File: src/rtl/kcp_pkg.sv
`default_nettype none

package kcp_pkg;

  // Default number of internal RAM bytes.
  localparam int RAM_BYTES_DEF = 32;

  // Access kinds.
  localparam logic ACC_READ  = 1'b0;
  localparam logic ACC_WRITE = 1'b1;

  // Port addresses.
  localparam logic [15:0] PORT_DATA = 16'h0060;
  localparam logic [15:0] PORT_CMD  = 16'h0064;

  // Command codes.
  localparam logic [7:0] CMD_READ_RAM_LO  = 8'h20;
  localparam logic [7:0] CMD_READ_RAM_HI  = 8'h3F;
  localparam logic [7:0] CMD_WRITE_RAM_LO = 8'h60;
  localparam logic [7:0] CMD_WRITE_RAM_HI = 8'h7F;
  localparam logic [7:0] CMD_DIS_SECOND   = 8'hA7;
  localparam logic [7:0] CMD_EN_SECOND    = 8'hA8;
  localparam logic [7:0] CMD_DIS_FIRST    = 8'hAD;
  localparam logic [7:0] CMD_EN_FIRST     = 8'hAE;
  localparam logic [7:0] CMD_WRITE_OUTPORT = 8'hD1;
  localparam logic [7:0] CMD_FAKE_FIRST   = 8'hD2;
  localparam logic [7:0] CMD_FAKE_SECOND  = 8'hD3;
  localparam logic [7:0] CMD_TO_SECOND    = 8'hD4;

  // Config byte bits and output port bit.
  localparam int CFG_FIRST_OFF_BIT  = 4;
  localparam int CFG_SECOND_OFF_BIT = 5;
  localparam int OUTPORT_A20_BIT    = 1;

  // Status byte bits.
  localparam int STAT_OUT_FULL_BIT = 0;
  localparam int STAT_LAST_CMD_BIT = 3;
  localparam int STAT_PENDING_BIT  = 6;

  // Forward kinds.
  localparam logic [1:0] FWD_NONE        = 2'd0;
  localparam logic [1:0] FWD_FAKE_FIRST  = 2'd1;
  localparam logic [1:0] FWD_FAKE_SECOND = 2'd2;
  localparam logic [1:0] FWD_TO_SECOND   = 2'd3;

  // Byte returned for an unknown port.
  localparam logic [7:0] BAD_PORT_BYTE = 8'hFF;

  typedef struct packed {
    logic        command;
    logic [15:0] port_address;
    logic [7:0]  write_byte;
  } in_t;

  typedef struct packed {
    logic [7:0] read_byte;
    logic       bad_port;
    logic [1:0] forward_kind;
    logic [7:0] forward_byte;
    logic       a20_enabled;
    logic       overrun;
  } out_t;

endpackage

`default_nettype wire

File: src/rtl/kcp_in_stage.sv
`default_nettype none

module kcp_in_stage (
  input  wire logic          clk,
  input  wire logic          rst_n,
  input  wire logic          in_valid,
  output logic               in_ready,
  input  wire kcp_pkg::in_t  in_data,
  input  wire logic          advance,
  output logic               stage_valid,
  output kcp_pkg::in_t       stage_data
);

  logic         stage_valid_r;
  logic         stage_valid_nxt;
  kcp_pkg::in_t stage_data_r;
  logic         in_fire;

  // The register takes a new beat whenever it is empty or drains this cycle.
  assign in_ready        = !stage_valid_r || advance;
  assign in_fire         = in_valid && in_ready;
  assign stage_valid_nxt = in_fire || (stage_valid_r && !advance);

  always_ff @(posedge clk) begin
    if (!rst_n) begin
      stage_valid_r <= 1'b0;
    end else begin
      stage_valid_r <= stage_valid_nxt;
    end
  end

  always_ff @(posedge clk) begin
    if (in_fire) begin
      stage_data_r <= in_data;
    end
  end

  assign stage_valid = stage_valid_r;
  assign stage_data  = stage_data_r;

endmodule

`default_nettype wire

File: src/rtl/kcp_engine.sv
`default_nettype none

module kcp_engine #(
  parameter int RAM_BYTES = kcp_pkg::RAM_BYTES_DEF
) (
  input  wire logic         clk,
  input  wire logic         rst_n,
  input  wire logic         fire,
  input  wire kcp_pkg::in_t item,
  output kcp_pkg::out_t     result
);

  localparam int RamAw = (RAM_BYTES > 1) ? $clog2(RAM_BYTES) : 1;
  localparam logic [5:0] RamDepth = 6'(RAM_BYTES);

  // Controller state.
  logic [7:0] out_buffer_r, out_buffer_nxt;
  logic       out_full_r, out_full_nxt;
  logic       last_cmd_r, last_cmd_nxt;
  logic       pending_r, pending_nxt;
  logic [7:0] pending_code_r, pending_code_nxt;
  logic       gate_a20_r, gate_a20_nxt;
  logic [7:0] ram_r [RAM_BYTES];

  // RAM write port and read path.
  logic             ram_we;
  logic [RamAw-1:0] ram_waddr;
  logic [7:0]       ram_wdata;
  logic [4:0]       rd_idx;
  logic [4:0]       wr_idx;
  logic [7:0]       ram_rdata;
  logic [7:0]       v;

  assign v      = item.write_byte;
  assign rd_idx = v[4:0];
  assign wr_idx = pending_code_r[4:0];

  // Indexes past the configured size read as zero.
  assign ram_rdata = ({1'b0, rd_idx} < RamDepth) ? ram_r[rd_idx[RamAw-1:0]] : 8'h00;

  // Decode one access and work out the next state and the result beat.
  always_comb begin
    out_buffer_nxt   = out_buffer_r;
    out_full_nxt     = out_full_r;
    last_cmd_nxt     = last_cmd_r;
    pending_nxt      = pending_r;
    pending_code_nxt = pending_code_r;
    gate_a20_nxt     = gate_a20_r;
    ram_we           = 1'b0;
    ram_waddr        = '0;
    ram_wdata        = ram_r[0];
    result           = '0;

    if (item.command == kcp_pkg::ACC_READ) begin
      if (item.port_address == kcp_pkg::PORT_DATA) begin
        out_full_nxt     = 1'b0;
        result.read_byte = out_buffer_r;
      end else if (item.port_address == kcp_pkg::PORT_CMD) begin
        result.read_byte[kcp_pkg::STAT_OUT_FULL_BIT] = out_full_r;
        result.read_byte[kcp_pkg::STAT_LAST_CMD_BIT] = last_cmd_r;
        result.read_byte[kcp_pkg::STAT_PENDING_BIT]  = pending_r;
      end else begin
        result.read_byte = kcp_pkg::BAD_PORT_BYTE;
        result.bad_port  = 1'b1;
      end
    end else if (item.port_address == kcp_pkg::PORT_DATA) begin
      // Data byte: completes a pending two-byte command, else only clears the last-command flag.
      last_cmd_nxt = 1'b0;
      if (pending_r) begin
        pending_nxt = 1'b0;
        case (pending_code_r)
          kcp_pkg::CMD_WRITE_OUTPORT: begin
            gate_a20_nxt = v[kcp_pkg::OUTPORT_A20_BIT];
          end
          kcp_pkg::CMD_FAKE_FIRST: begin
            result.forward_kind = kcp_pkg::FWD_FAKE_FIRST;
            result.forward_byte = v;
          end
          kcp_pkg::CMD_FAKE_SECOND: begin
            result.forward_kind = kcp_pkg::FWD_FAKE_SECOND;
            result.forward_byte = v;
          end
          kcp_pkg::CMD_TO_SECOND: begin
            result.forward_kind = kcp_pkg::FWD_TO_SECOND;
            result.forward_byte = v;
          end
          default: begin
            if (pending_code_r inside {[kcp_pkg::CMD_WRITE_RAM_LO:kcp_pkg::CMD_WRITE_RAM_HI]}
                && ({1'b0, wr_idx} < RamDepth)) begin
              ram_we    = 1'b1;
              ram_waddr = wr_idx[RamAw-1:0];
              ram_wdata = v;
            end
          end
        endcase
      end
    end else if (item.port_address == kcp_pkg::PORT_CMD) begin
      // Command byte: a pending command is cancelled and the byte dropped; otherwise the byte is decoded.
      last_cmd_nxt = 1'b1;
      if (pending_r) begin
        pending_nxt = 1'b0;
      end else begin
        case (v)
          kcp_pkg::CMD_DIS_SECOND: begin
            ram_we = 1'b1;
            ram_wdata[kcp_pkg::CFG_SECOND_OFF_BIT] = 1'b1;
          end
          kcp_pkg::CMD_EN_SECOND: begin
            ram_we = 1'b1;
            ram_wdata[kcp_pkg::CFG_SECOND_OFF_BIT] = 1'b0;
          end
          kcp_pkg::CMD_DIS_FIRST: begin
            ram_we = 1'b1;
            ram_wdata[kcp_pkg::CFG_FIRST_OFF_BIT] = 1'b1;
          end
          kcp_pkg::CMD_EN_FIRST: begin
            ram_we = 1'b1;
            ram_wdata[kcp_pkg::CFG_FIRST_OFF_BIT] = 1'b0;
          end
          default: begin
            if (v inside {[kcp_pkg::CMD_READ_RAM_LO:kcp_pkg::CMD_READ_RAM_HI]}) begin
              if (out_full_r) begin
                result.overrun = 1'b1;
              end else begin
                out_buffer_nxt = ram_rdata;
                out_full_nxt   = 1'b1;
              end
            end else begin
              pending_code_nxt = v;
              pending_nxt      = 1'b1;
            end
          end
        endcase
      end
    end

    result.a20_enabled = gate_a20_nxt;
  end

  // State registers; the RAM is small enough to clear directly at reset.
  always_ff @(posedge clk) begin
    if (!rst_n) begin
      out_buffer_r   <= 8'h00;
      out_full_r     <= 1'b0;
      last_cmd_r     <= 1'b0;
      pending_r      <= 1'b0;
      pending_code_r <= 8'h00;
      gate_a20_r     <= 1'b0;
      for (int i = 0; i < RAM_BYTES; i++) begin
        ram_r[i] <= 8'h00;
      end
    end else if (fire) begin
      out_buffer_r   <= out_buffer_nxt;
      out_full_r     <= out_full_nxt;
      last_cmd_r     <= last_cmd_nxt;
      pending_r      <= pending_nxt;
      pending_code_r <= pending_code_nxt;
      gate_a20_r     <= gate_a20_nxt;
      if (ram_we) begin
        ram_r[ram_waddr] <= ram_wdata;
      end
    end
  end

endmodule

`default_nettype wire

File: src/rtl/kcp_out_stage.sv
`default_nettype none

module kcp_out_stage (
  input  wire logic          clk,
  input  wire logic          rst_n,
  input  wire logic          stage_valid,
  input  wire kcp_pkg::out_t result,
  output logic               advance,
  output logic               fire,
  output logic               out_valid,
  input  wire logic          out_ready,
  output kcp_pkg::out_t      out_data
);

  logic          out_valid_r;
  logic          out_valid_nxt;
  kcp_pkg::out_t out_data_r;

  // The result register loads when empty or when its beat leaves this cycle.
  assign advance       = !out_valid_r || out_ready;
  assign fire          = stage_valid && advance;
  assign out_valid_nxt = fire || (out_valid_r && !out_ready);

  always_ff @(posedge clk) begin
    if (!rst_n) begin
      out_valid_r <= 1'b0;
    end else begin
      out_valid_r <= out_valid_nxt;
    end
  end

  always_ff @(posedge clk) begin
    if (fire) begin
      out_data_r <= result;
    end
  end

  assign out_valid = out_valid_r;
  assign out_data  = out_data_r;

endmodule

`default_nettype wire

File: src/rtl/keyboard_controller_port_logic.sv
// 8042-style keyboard controller port logic. Each input beat is one bus access (read or
// write at a 16-bit port address; 0x60 data, 0x64 status/command) and yields exactly one
// result beat. The block takes one access per clock cycle when the result side keeps up;
// each access passes through the input register and then the result register, with
// the decode and all state updates in the single logic pass between them. The internal
// RAM is held in flip-flops and cleared by reset at once, so no clearing pass follows reset.
`default_nettype none

module keyboard_controller_port_logic #(
  parameter int RAM_BYTES = kcp_pkg::RAM_BYTES_DEF
) (
  input  wire logic          clk,
  input  wire logic          rst_n,
  input  wire logic          in_valid,
  output logic               in_ready,
  input  wire kcp_pkg::in_t  in_data,
  output logic               out_valid,
  input  wire logic          out_ready,
  output kcp_pkg::out_t      out_data
);

  logic          advance;
  logic          fire;
  logic          stage_valid;
  kcp_pkg::in_t  stage_data;
  kcp_pkg::out_t result;

  kcp_in_stage u_in_stage (
    .clk         (clk),
    .rst_n       (rst_n),
    .in_valid    (in_valid),
    .in_ready    (in_ready),
    .in_data     (in_data),
    .advance     (advance),
    .stage_valid (stage_valid),
    .stage_data  (stage_data)
  );

  kcp_engine #(
    .RAM_BYTES (RAM_BYTES)
  ) u_engine (
    .clk    (clk),
    .rst_n  (rst_n),
    .fire   (fire),
    .item   (stage_data),
    .result (result)
  );

  kcp_out_stage u_out_stage (
    .clk         (clk),
    .rst_n       (rst_n),
    .stage_valid (stage_valid),
    .result      (result),
    .advance     (advance),
    .fire        (fire),
    .out_valid   (out_valid),
    .out_ready   (out_ready),
    .out_data    (out_data)
  );

endmodule

`default_nettype wire

File: config.mk
export PLATFORM = sky130hd
export DESIGN_NAME = keyboard_controller_port_logic
export DESIGN_NICKNAME = d
export VERILOG_FILES = /design/src/rtl/kcp_pkg.sv /design/src/rtl/kcp_in_stage.sv /design/src/rtl/kcp_engine.sv /design/src/rtl/kcp_out_stage.sv /design/src/rtl/keyboard_controller_port_logic.sv
export SDC_FILE = /design/constraint.sdc
export NUM_CORES = 1
export LEC_CHECK = 0
export ABC_CLOCK_PERIOD_IN_PS = 3630
export CAP_MARGIN = 10
export CELL_PAD_IN_SITES_DETAIL_PLACEMENT = 2
export CELL_PAD_IN_SITES_GLOBAL_PLACEMENT = 2
export CORE_AREA = 5 5 175 219
export DETAILED_ROUTE_END_ITERATION = 8
export DIE_AREA = 0 0 180 224
export DONT_BUFFER_PORTS = 1
export PLACE_DENSITY = 0.81
export SLEW_MARGIN = 20
export SYNTH_ARGS = -nofsm -noshare
export SYNTH_HDL_FRONTEND = slang
export SYNTH_SLANG_ARGS = --single-unit
export TNS_END_PERCENT = 50
File: constraint.sdc
create_clock -name clk -period 3.63 [get_ports clk]
set_input_delay 0.5445 -clock clk [delete_from_list [all_inputs] [get_ports clk]]
set_output_delay 0.5445 -clock clk [all_outputs]
set_load 0.02 [all_outputs]
# ---- Word level (Yosys, flattened, before mapping)
# Memory sizes are Yosys's and may differ from the RTL's. A register that Yosys moved wholly into a read port is not among the register bits.
# Cells that the tools add are included.
dict set report word_totals {
  ff_bits 60
  memories 1
  ramBits 256
  output_inout_bits 23
  inputBits 29
}
dict set report op_classes {
  order_cmp 4
  n_reduce_logical 28
  n_bitwise 7
  n_mux 58
  n_eq_ne 13
}
# name words word_bits rd rd_ports_with_merged_regs wr line
set memory_table {}
lappend memory_table {u_engine.ram_r 32 8 2 1 32 kcp_engine.sv:23} ;# logic [7:0] ram_r [RAM_BYTES];
# op n
set ops {}
lappend ops {{8-bit equality test (second input constant)} 8}
lappend ops {{8-bit two-way mux} 6}
lappend ops {{1-bit two-way mux} 37}
lappend ops {{16-bit by 7-bit equality test with 1-bit output (second input constant)} 2}
lappend ops {{5-bit two-way mux} 6}
lappend ops {{10-bit one-hot mux with 3 select lines} 1}
lappend ops {{7-bit AND reduction} 2}
lappend ops {{2-bit two-way mux} 5}
lappend ops {{9-bit OR reduction} 1}
lappend ops {{8-bit by 6-bit greater-or-equal comparator with 1-bit output (second input constant)} 1}
lappend ops {{8-bit by 7-bit greater-or-equal comparator with 1-bit output (second input constant)} 1}
lappend ops {{8-bit by 6-bit <= comparator with 1-bit output (second input constant)} 1}
lappend ops {{8-bit by 7-bit <= comparator with 1-bit output (second input constant)} 1}
lappend ops {{8-bit AND reduction} 1}
lappend ops {{4-bit OR reduction} 2}
lappend ops {{8-bit OR reduction} 1}
lappend ops {{1-bit inverter} 7}
lappend ops {{1-bit logical AND} 6}
lappend ops {{3-bit AND reduction} 2}
lappend ops {{2-bit nonzero test} 3}
lappend ops {{1-bit logical NOT} 5}
lappend ops {{1-bit logical OR} 4}
lappend ops {{4-bit two-way mux} 1}
lappend ops {{2-bit != test (second input constant)} 2}
lappend ops {{3 further kinds} 4}

# ---- Depth between registers and ports, before layout
# Gate-level depths: netlist of the first run.
dict set report logic_depth {
  word_depth 13
  depth_mapped 9
}

# ---- Cells and area by module
# Synthesis of the first run repeated with hierarchy kept, for this count alone.
dict set report hier_totals {
  hier_cells 1101
  area_unflattened_um2 14840.5
}
# mod instances area_per_inst_um2 cells_each
set by_module_without_submodules {}
lappend by_module_without_submodules {kcp_engine 1 13344.0 1045}
lappend by_module_without_submodules {kcp_in_stage 1 808.3 30}
lappend by_module_without_submodules {kcp_out_stage 1 688.2 26}

# ---- Worst setup path after synthesis of the first run
# No wires, ideal clock.
dict set report synth_path {
  kind {register to register}
  start {register u_in_stage.stage_data_r (netlist bit u_in_stage.stage_data[12])}
  end {memory u_engine.ram_r[6][0], enable pin}
  setup_time_ps 384
  slack_ps 703
  t_arrival_ps 2543
  path_stages_with_launch 9
  path_cell_list {edfxtp_1 nor4b_4 nand3_2 buf_4 nor3_1 buf_2 nand3_1 clkbuf_1 o21ai_0}
}
# element line
set synth_rtl {}
lappend synth_rtl {{from (decl)} kcp_in_stage.sv:16} ;# kcp_pkg::in_t stage_data_r;
lappend synth_rtl {{from (signal assigned)} kcp_in_stage.sv:34} ;# stage_data_r <= in_data;
lappend synth_rtl {{to (decl)} kcp_engine.sv:23}

==> metrics.txt, run 1 <==
final hold vios 0; Ys Warns 0; startpoint types flop; gr usage total 25.68%; Syn Std Cell Area 14,830 µm²; data arrival time of the critical path 3.69 ns; count leader, synth edfxtp_1; fin area 16,810 µm²; post-synthesis sequential area ratio 64.13%; maxcap violations 0; layout cells sized above 1 21.82%; Hold Slack 0.06231 ns; FF+latch count, synth 324; # diodes 0; CP max stage cell nor3_2; Nets 1,148; Initial Utilization 41.18%; hold buffer count at CTS 0; Detailed Routing Iterations Pass 1 5; DP HPWL 36.54 mm; Clock Root Buffer clkbuf_16; Area Growth Syn to Fin 13.35%; number of I/O pins 52; Filler Cells Inserted 3,412; Clock Latency Late Sink 0.59 ns; area leader, netlist edfxtp_1; Leak 5.447 nW; I/O Buffers 0; CTS tree done; CP Buf/Inv Count 1; Post-CTS Setup Bufs 0; Syn Area/Cell 13.63 µm²; Least-Margin Pin Slew 1.028 ns; WL per Instance 32.46 µm; Most used DFF post-synth edfxtp_1; Post-synth top cells edfxtp_1, nor2_1, mux4_2, clkbuf_1, mux2i_1; DR DRC count 0; pin count of the biggest net entering global routing 66; Clock Tree Buf Depth 3; clock skew 0.02319 ns; Core Box Area 36,010 µm²; Worst path top cell family by delay simple AND/OR/NAND/NOR gates; Vias 10,140; clock slew at reported path FFs 0.06 ns; initial antenna violation count 0; Max IR drop VDD 0.4331 mV; Setup Crit Path Kind flop to flop; Die X 180 µm; Die ar. 40,320 µm²; setup TNS 0 ns; Yosys top cell area share 61.16%; Post-synth ARST share 0%; vias in the first global route 11,030; total CTS buffers 31; status complete, no violations; max incr delay on CP 0.72 ns; Final Slew Violations 0; CTS Sinks 324; Netlist cell types 60; CP Max Fanout 9; Setup crit end kind flop; PostCTS Resize Cnt 0; Tot Pwr 8.313 mW; Overflow after GRT 0; P per Cell Area 494.6 nW/µm²; Total Wirelength 52.62 mm; RSZ-0062 raised after global routing false; Rows 78; Post-synth EDFFs 302; routed vias/inst 6.252; Synth area leaders edfxtp_1, mux4_2, nor2_1; highest clock rate 294.1 MHz; final setup fails 0; htree depth 1; 1st-iter DRT viols 998; GPL Wtd Cong 0.8634; Crit path required time 3.92 ns; crit-path cells nor3b_1 > nand2_1 > nor3_2 > nand3_1 > o21ai_0 > buf_4; post-synth net total 1,119; Final Cycle Share 93.67%; DP Area 15,760 µm²; post-layout min period 3.400 ns; min-delay worst type input port to flop; cells after synthesis 1,088; DRT antenna net count 0; die height 224 µm; Max-Slew Margin vs Limit 31.03%; first-pass GRT wire length 77.16 mm
## per-stage QoR
step           utilization [%]  worst slack (ns)  std cells
2_1_floorplan                -            0.7032       1088
3_3_place_gp             43.76            0.5682       1563
3_5_place_dp             43.77            0.3264       1564
4_1_cts                  46.67            0.3310       1621
5_1_grt                  46.67           0.04754       1621
6_report                 46.67            0.2296       1621
## flip-flops by register name, summed over array words and instances, names as in the netlist
name / count
u_engine.out_full_r: 1
u_engine.out_buffer_r: 8
u_engine.pending_r: 1
u_in_stage.stage_valid: 1
u_engine.last_cmd_r: 1
u_out_stage.out_valid: 1
u_engine.ram_r: 256
u_engine.pending_code_r: 8
u_engine.gate_a20_r: 1
u_out_stage.out_data: 21
u_in_stage.stage_data: 25
## power breakdown
group	internal (mW)	switching, mW	leakage, nW	total [mW]
clock network	1.94	1.47	0.524	3.41
logic	0.205	0.346	1.88	0.551
registers	4.25	0.104	3.05	4.35
## area by class of cell
class / instances / area, µm² / share of cell area [%]
repair buffers: 93 / 733.2 / 4.362
flip-flops and latches: 324 / 9509 / 56.58
well taps: 480 / 600.6 / 3.573
clock inverters: 22 / 244.0 / 1.452
multi-input cells: 658 / 4886 / 29.07
inverters: 9 / 33.78 / 0.2010
clock buffers: 35 / 800.8 / 4.764
## cell usage in the layout, fill, tap and decap left out, drive strengths merged, types with 12 or more instances in the layout
cell type / Yosys / final
nand4: 12 / 12
a21oi: 20 / 20
nor4: 29 / 29
and2: 12 / 12
clkbuf: 54 / 35
buf: 43 / 93
and3: 27 / 27
dfxtp: 22 / 22
nand2: 39 / 39
nor2: 184 / 184
edfxtp: 302 / 302
clkinv: 3 / 19
nand3: 33 / 33
o21ai: 39 / 39
nor3: 70 / 70
mux4: 56 / 56
mux2i: 50 / 50
## worst register-to-register path, stage by stage (launching register included)
cell      delay, ns
edfxtp_1       0.40
nor3b_1        0.44
nand2_1        0.35
nor3_2         0.72
nand3_1        0.53
o21ai_0        0.44
buf_4          0.24
## path summary, 6_finish.rpt
check,start,to,cells past startpoint,slack [ns]
worst max-delay path,u_in_stage.stage_data[15]$_DFFE_PP_,u_engine.ram_r[30][1]$_SDFFCE_PN0P_,6,0.23
worst min-delay path,in_data[16],u_in_stage.stage_data[16]$_DFFE_PP_,0,0.06
worst max register to register,u_in_stage.stage_data[15]$_DFFE_PP_,u_engine.ram_r[30][1]$_SDFFCE_PN0P_,6,0.23
worst min register to register,u_engine.out_buffer_r[1]$_SDFFE_PN0P_,u_engine.out_buffer_r[1]$_SDFFE_PN0P_,1,0.50
## kinds of logic (layout without fill, tap and decap cells)
group / Yosys count / count (layout) / share of synthesized area, %
compound gates: 97 / 97 / 4.219
xor+xnor: 2 / 2 / 0.1182
fa+ha+maj: 2 / 2 / 0.1687
buf+inv: 106 / 159 / 3.156
flops: 324 / 324 / 64.13
mux: 113 / 113 / 12.41
simple gates: 444 / 444 / 15.80
## layer usage
| metal | track usage (%) | part of all wire, % | vias to the layer above |
|---|---|---|---|
| met4 | 12.91 | 6.1 | 0 |
| met1 | 30.18 | 36 | 5261 |
| met3 | 3.362 | 5.9 | 163 |
| met2 | 46.28 | 52 | 502 |
| met5 | 0 | 0 | - |
| li1 | - | - | 4209 |
Power figures use the tool's default switching activity.
==> run 2, diff against run 1 <==
--- a/config.mk
+++ b/config.mk
@@ -5,7 +5,8 @@
 export SDC_FILE = /design/constraint.sdc
 export NUM_CORES = 1
 export LEC_CHECK = 0
-export ABC_CLOCK_PERIOD_IN_PS = 3630
+export ABC_AREA = 1
+export ABC_CLOCK_PERIOD_IN_PS = 3800
 export CAP_MARGIN = 10
 export CELL_PAD_IN_SITES_DETAIL_PLACEMENT = 2
 export CELL_PAD_IN_SITES_GLOBAL_PLACEMENT = 2
@@ -13,7 +14,8 @@
 export DETAILED_ROUTE_END_ITERATION = 8
 export DIE_AREA = 0 0 180 224
 export DONT_BUFFER_PORTS = 1
-export PLACE_DENSITY = 0.81
+export GPL_ROUTABILITY_DRIVEN = 0
+export PLACE_DENSITY = 0.86
 export SLEW_MARGIN = 20
 export SYNTH_ARGS = -nofsm -noshare
 export SYNTH_HDL_FRONTEND = slang
==> constraint.sdc (replaced) <==
create_clock -name clk -period 3.8 [get_ports clk]
set_input_delay 0.57 -clock clk [delete_from_list [all_inputs] [get_ports clk]]
set_output_delay 0.57 -clock clk [all_outputs]
set_load 0.02 [all_outputs]
==> run 2 against run 1 <==
  * Final cell count increased by 24%
  * Via count increased by 15%
  * Flip-flop and latch count unchanged
  * Area after synthesis decreased by 2.3%
  * Utilization decreased by 1.6 points
  * Register-to-register slack got worse by 0.06 ns
  * Combinational power decreased by 2%
  * Critical path type unchanged
  * Largest power group unchanged
==> metrics.txt, run 2 <==
DRT antenna net count 0 (unchanged); clock skew 0.04208 ns (was 0.02319 ns); Least-Margin Pin Slew 1.139 ns (was 1.028 ns); Final Slew Violations 0 (unchanged); placed instance count 1,951 (was 1,564); worst r2r src u_in_stage.stage_data[4]$_DFFE_PP_ (was u_in_stage.stage_data[15]$_DFFE_PP_); CTS Sinks 324 (unchanged); commonest non-fill, non-tap cell in the layout nand2_1 (was edfxtp_1); compound-cell area share of the yosys netlist 2.677% (was 4.219%); Clock Root Buffer clkbuf_16 (unchanged); status complete, no violations (unchanged); Core Box Area 36,010 µm² (unchanged); Setup Crit Path Kind flop to flop (unchanged); Post-synth top cells nand2_1, nor2_1, edfxtp_1, nand3_1, inv_1 (was edfxtp_1, nor2_1, mux4_2, clkbuf_1, mux2i_1); count leader, synth nand2_1 (was edfxtp_1); maxcap violations 0 (unchanged); CP Max Fanout 11 (was 9); Place WS 0.3731 ns (was 0.3264 ns); Yosys top cell area share 62.59% (was 61.16%); most frequent cells in the layout nand2_1, nor2_1, edfxtp_1, nand3_1, inv_1 (was edfxtp_1, nor2_1, buf_4, mux4_2, mux2i_1); Clock Tree Buf Depth 3 (unchanged); largest family of logic cells by synthesized area simple AND/OR/NAND/NOR gates (unchanged); routed vias/inst 5.807 (was 6.252); cells after synthesis 1,517 (was 1,088); Die X 180 µm (unchanged); min-delay worst type input port to flop (unchanged); crit path from u_in_stage.stage_data[4]$_DFFE_PP_ (was u_in_stage.stage_data[15]$_DFFE_PP_); final hold vios 0 (unchanged); Final Cycle Share 95.44% (was 93.67%); post-layout min period 3.627 ns (was 3.400 ns); Leak 6.184 nW (was 5.447 nW); RSZ-0062 raised after global routing false (unchanged); Total Wirelength 58.07 mm (was 52.62 mm); data arrival time of the critical path 3.81 ns (was 3.69 ns); Setup crit end kind flop (unchanged); post-synth net total 1,548 (was 1,119); Vias 11,680 (was 10,140); die height 224 µm (unchanged); Nets 1,539 (was 1,148); highest clock rate 275.7 MHz (was 294.1 MHz); Ys Warns 0 (unchanged); P per Cell Area 505.1 nW/µm² (was 494.6 nW/µm²); post-synthesis mux area share 0% (was 12.41%); Final Non-Filler Cells 2,012 (was 1,621); Most used DFF post-synth edfxtp_1 (unchanged); hold path depth 0 (unchanged); total CTS buffers 35 (was 31); Synth Area in XOR/XNOR 0% (was 0.1181%); Crit path required time 3.98 ns (was 3.92 ns); max reg flops 256 (unchanged); Synth area leaders edfxtp_1, nand2_1, nor2_1 (was edfxtp_1, mux4_2, nor2_1); WL per Instance 28.86 µm (was 32.46 µm); fin area 16,220 µm² (was 16,810 µm²); pin count of the biggest net entering global routing 46 (was 66); Post-Synth Simple-Gate Area 27.89% (was 15.80%); Syn Std Cell Area 14,490 µm² (was 14,830 µm²); Biggest register u_engine.ram_r (unchanged); gr usage total 28.46% (was 25.68%); htree depth 2 (was 1); Die ar. 40,320 µm² (unchanged); Initial Utilization 40.24% (was 41.18%); vias in the first global route 13,170 (was 11,030); Core Util, Final 45.03% (was 46.67%); Rows 78 (unchanged); startpoint types flop (unchanged); reg2reg setup slack 0.17 ns (was 0.23 ns); final worst-path setup slack 0.1734 ns (was 0.2296 ns); Tot Pwr 8.190 mW (was 8.313 mW); hold buffer count at CTS 0 (unchanged); R2R cell count 10 (was 6); Clock Latency Late Sink 0.56 ns (was 0.59 ns); FF+latch count, synth 324 (unchanged); Overflow after GRT 0 (unchanged); PostCTS Resize Cnt 0 (unchanged); 1st-iter DRT viols 1,002 (was 998); Post-synth ARST share 0% (unchanged); Hold Startpoint in_data[1] (was in_data[16]); clock slew at reported path FFs 0.07 ns (was 0.06 ns); Hold Slack 0.1148 ns (was 0.06231 ns); Post-CTS Setup Bufs 0 (unchanged); first-pass GRT wire length 85.65 mm (was 77.16 mm); I/O Buffers 0 (unchanged); CTS tree done (unchanged); area leader, netlist edfxtp_1 (unchanged); Area Growth Syn to Fin 11.91% (was 13.35%); DP HPWL 38.04 mm (was 36.54 mm); number of I/O pins 52 (unchanged); Post-synth EDFFs 302 (unchanged); setup TNS 0 ns (unchanged); DP Area 15,060 µm² (was 15,760 µm²); Detailed Routing Iterations Pass 1 5 (unchanged); initial antenna violation count 2 (was 0); DR DRC count 0 (unchanged); Max-Slew Margin vs Limit 23.95% (was 31.03%); post-synthesis sequential area ratio 65.62% (was 64.13%); Adder-Cell Fraction of Synth Area 0.1727% (was 0.1688%); Max IR drop VDD 0.2300 mV (was 0.4331 mV); layout cells sized above 1 7.903% (was 21.82%); Syn Area/Cell 9.552 µm² (was 13.63 µm²); final setup fails 0 (unchanged); Netlist cell types 27 (was 60)
## run 2: changes by cell type after synthesis, sizes merged, moves of 53 or more
cell | before | now
mux4 | 56 | 0
nand2 | 39 | 516
nor2 | 184 | 346
inv | 6 | 59
nor3 | 70 | 13
## run 2: area by class of cell
type	instances	area, µm²
clock inverter	15	113.9
timing repair buffer	26	220.2
clock buffer	45	1040
tap	480	600.6
fill	3750	19800
antenna	1	2.502
sequential	324	9509
inverter	60	225.2
multi-input combinational	1061	4504
## run 2: critical path: stages, from the launching register on
cell      delay, ns
edfxtp_1       0.55
inv_1          0.40
nand3_1        0.13
nor2_1         0.35
o21ai_0        0.23
nand2_1        0.21
nor2_4         0.09
nor2_2         0.23
and2_1         0.39
nand2_1        0.28
nand2_1        0.39
## run 2: power by group
part	switching, mW	internal (mW)	leakage (nW)	total (mW)
Clock	1.48	2.01	0.555	3.49
Combinational	0.430	0.109	2.58	0.539
Sequential	0.0999	4.06	3.05	4.16
## run 2: metal layers
metal	up-vias	global-route usage (%)	wire length [µm]
met1	5879	30.10	19710
met4	2	18.05	4231
met3	246	4.873	3706
li1	4971	-	-
met5	-	0	14
met2	585	52.38	30410
## run 2: cell families (layout without fill, tap and decap cells)
family                   Yosys count  count (layout)
AO/OA/AOI/OAI                     76              76
adder cells (fa/ha/maj)            2               2
buffers and inverters            132             146
flip-flops                       324             324
other                              0               1
AND/OR/NAND/NOR                  983             983
## run 2: path summary, 6_finish.rpt
kind                                            to
max             u_engine.ram_r[8][5]$_SDFFCE_PN0P_
min             u_in_stage.stage_data[1]$_DFFE_PP_
max reg2reg     u_engine.ram_r[8][5]$_SDFFCE_PN0P_
min reg2reg  u_engine.out_buffer_r[6]$_SDFFE_PN0P_
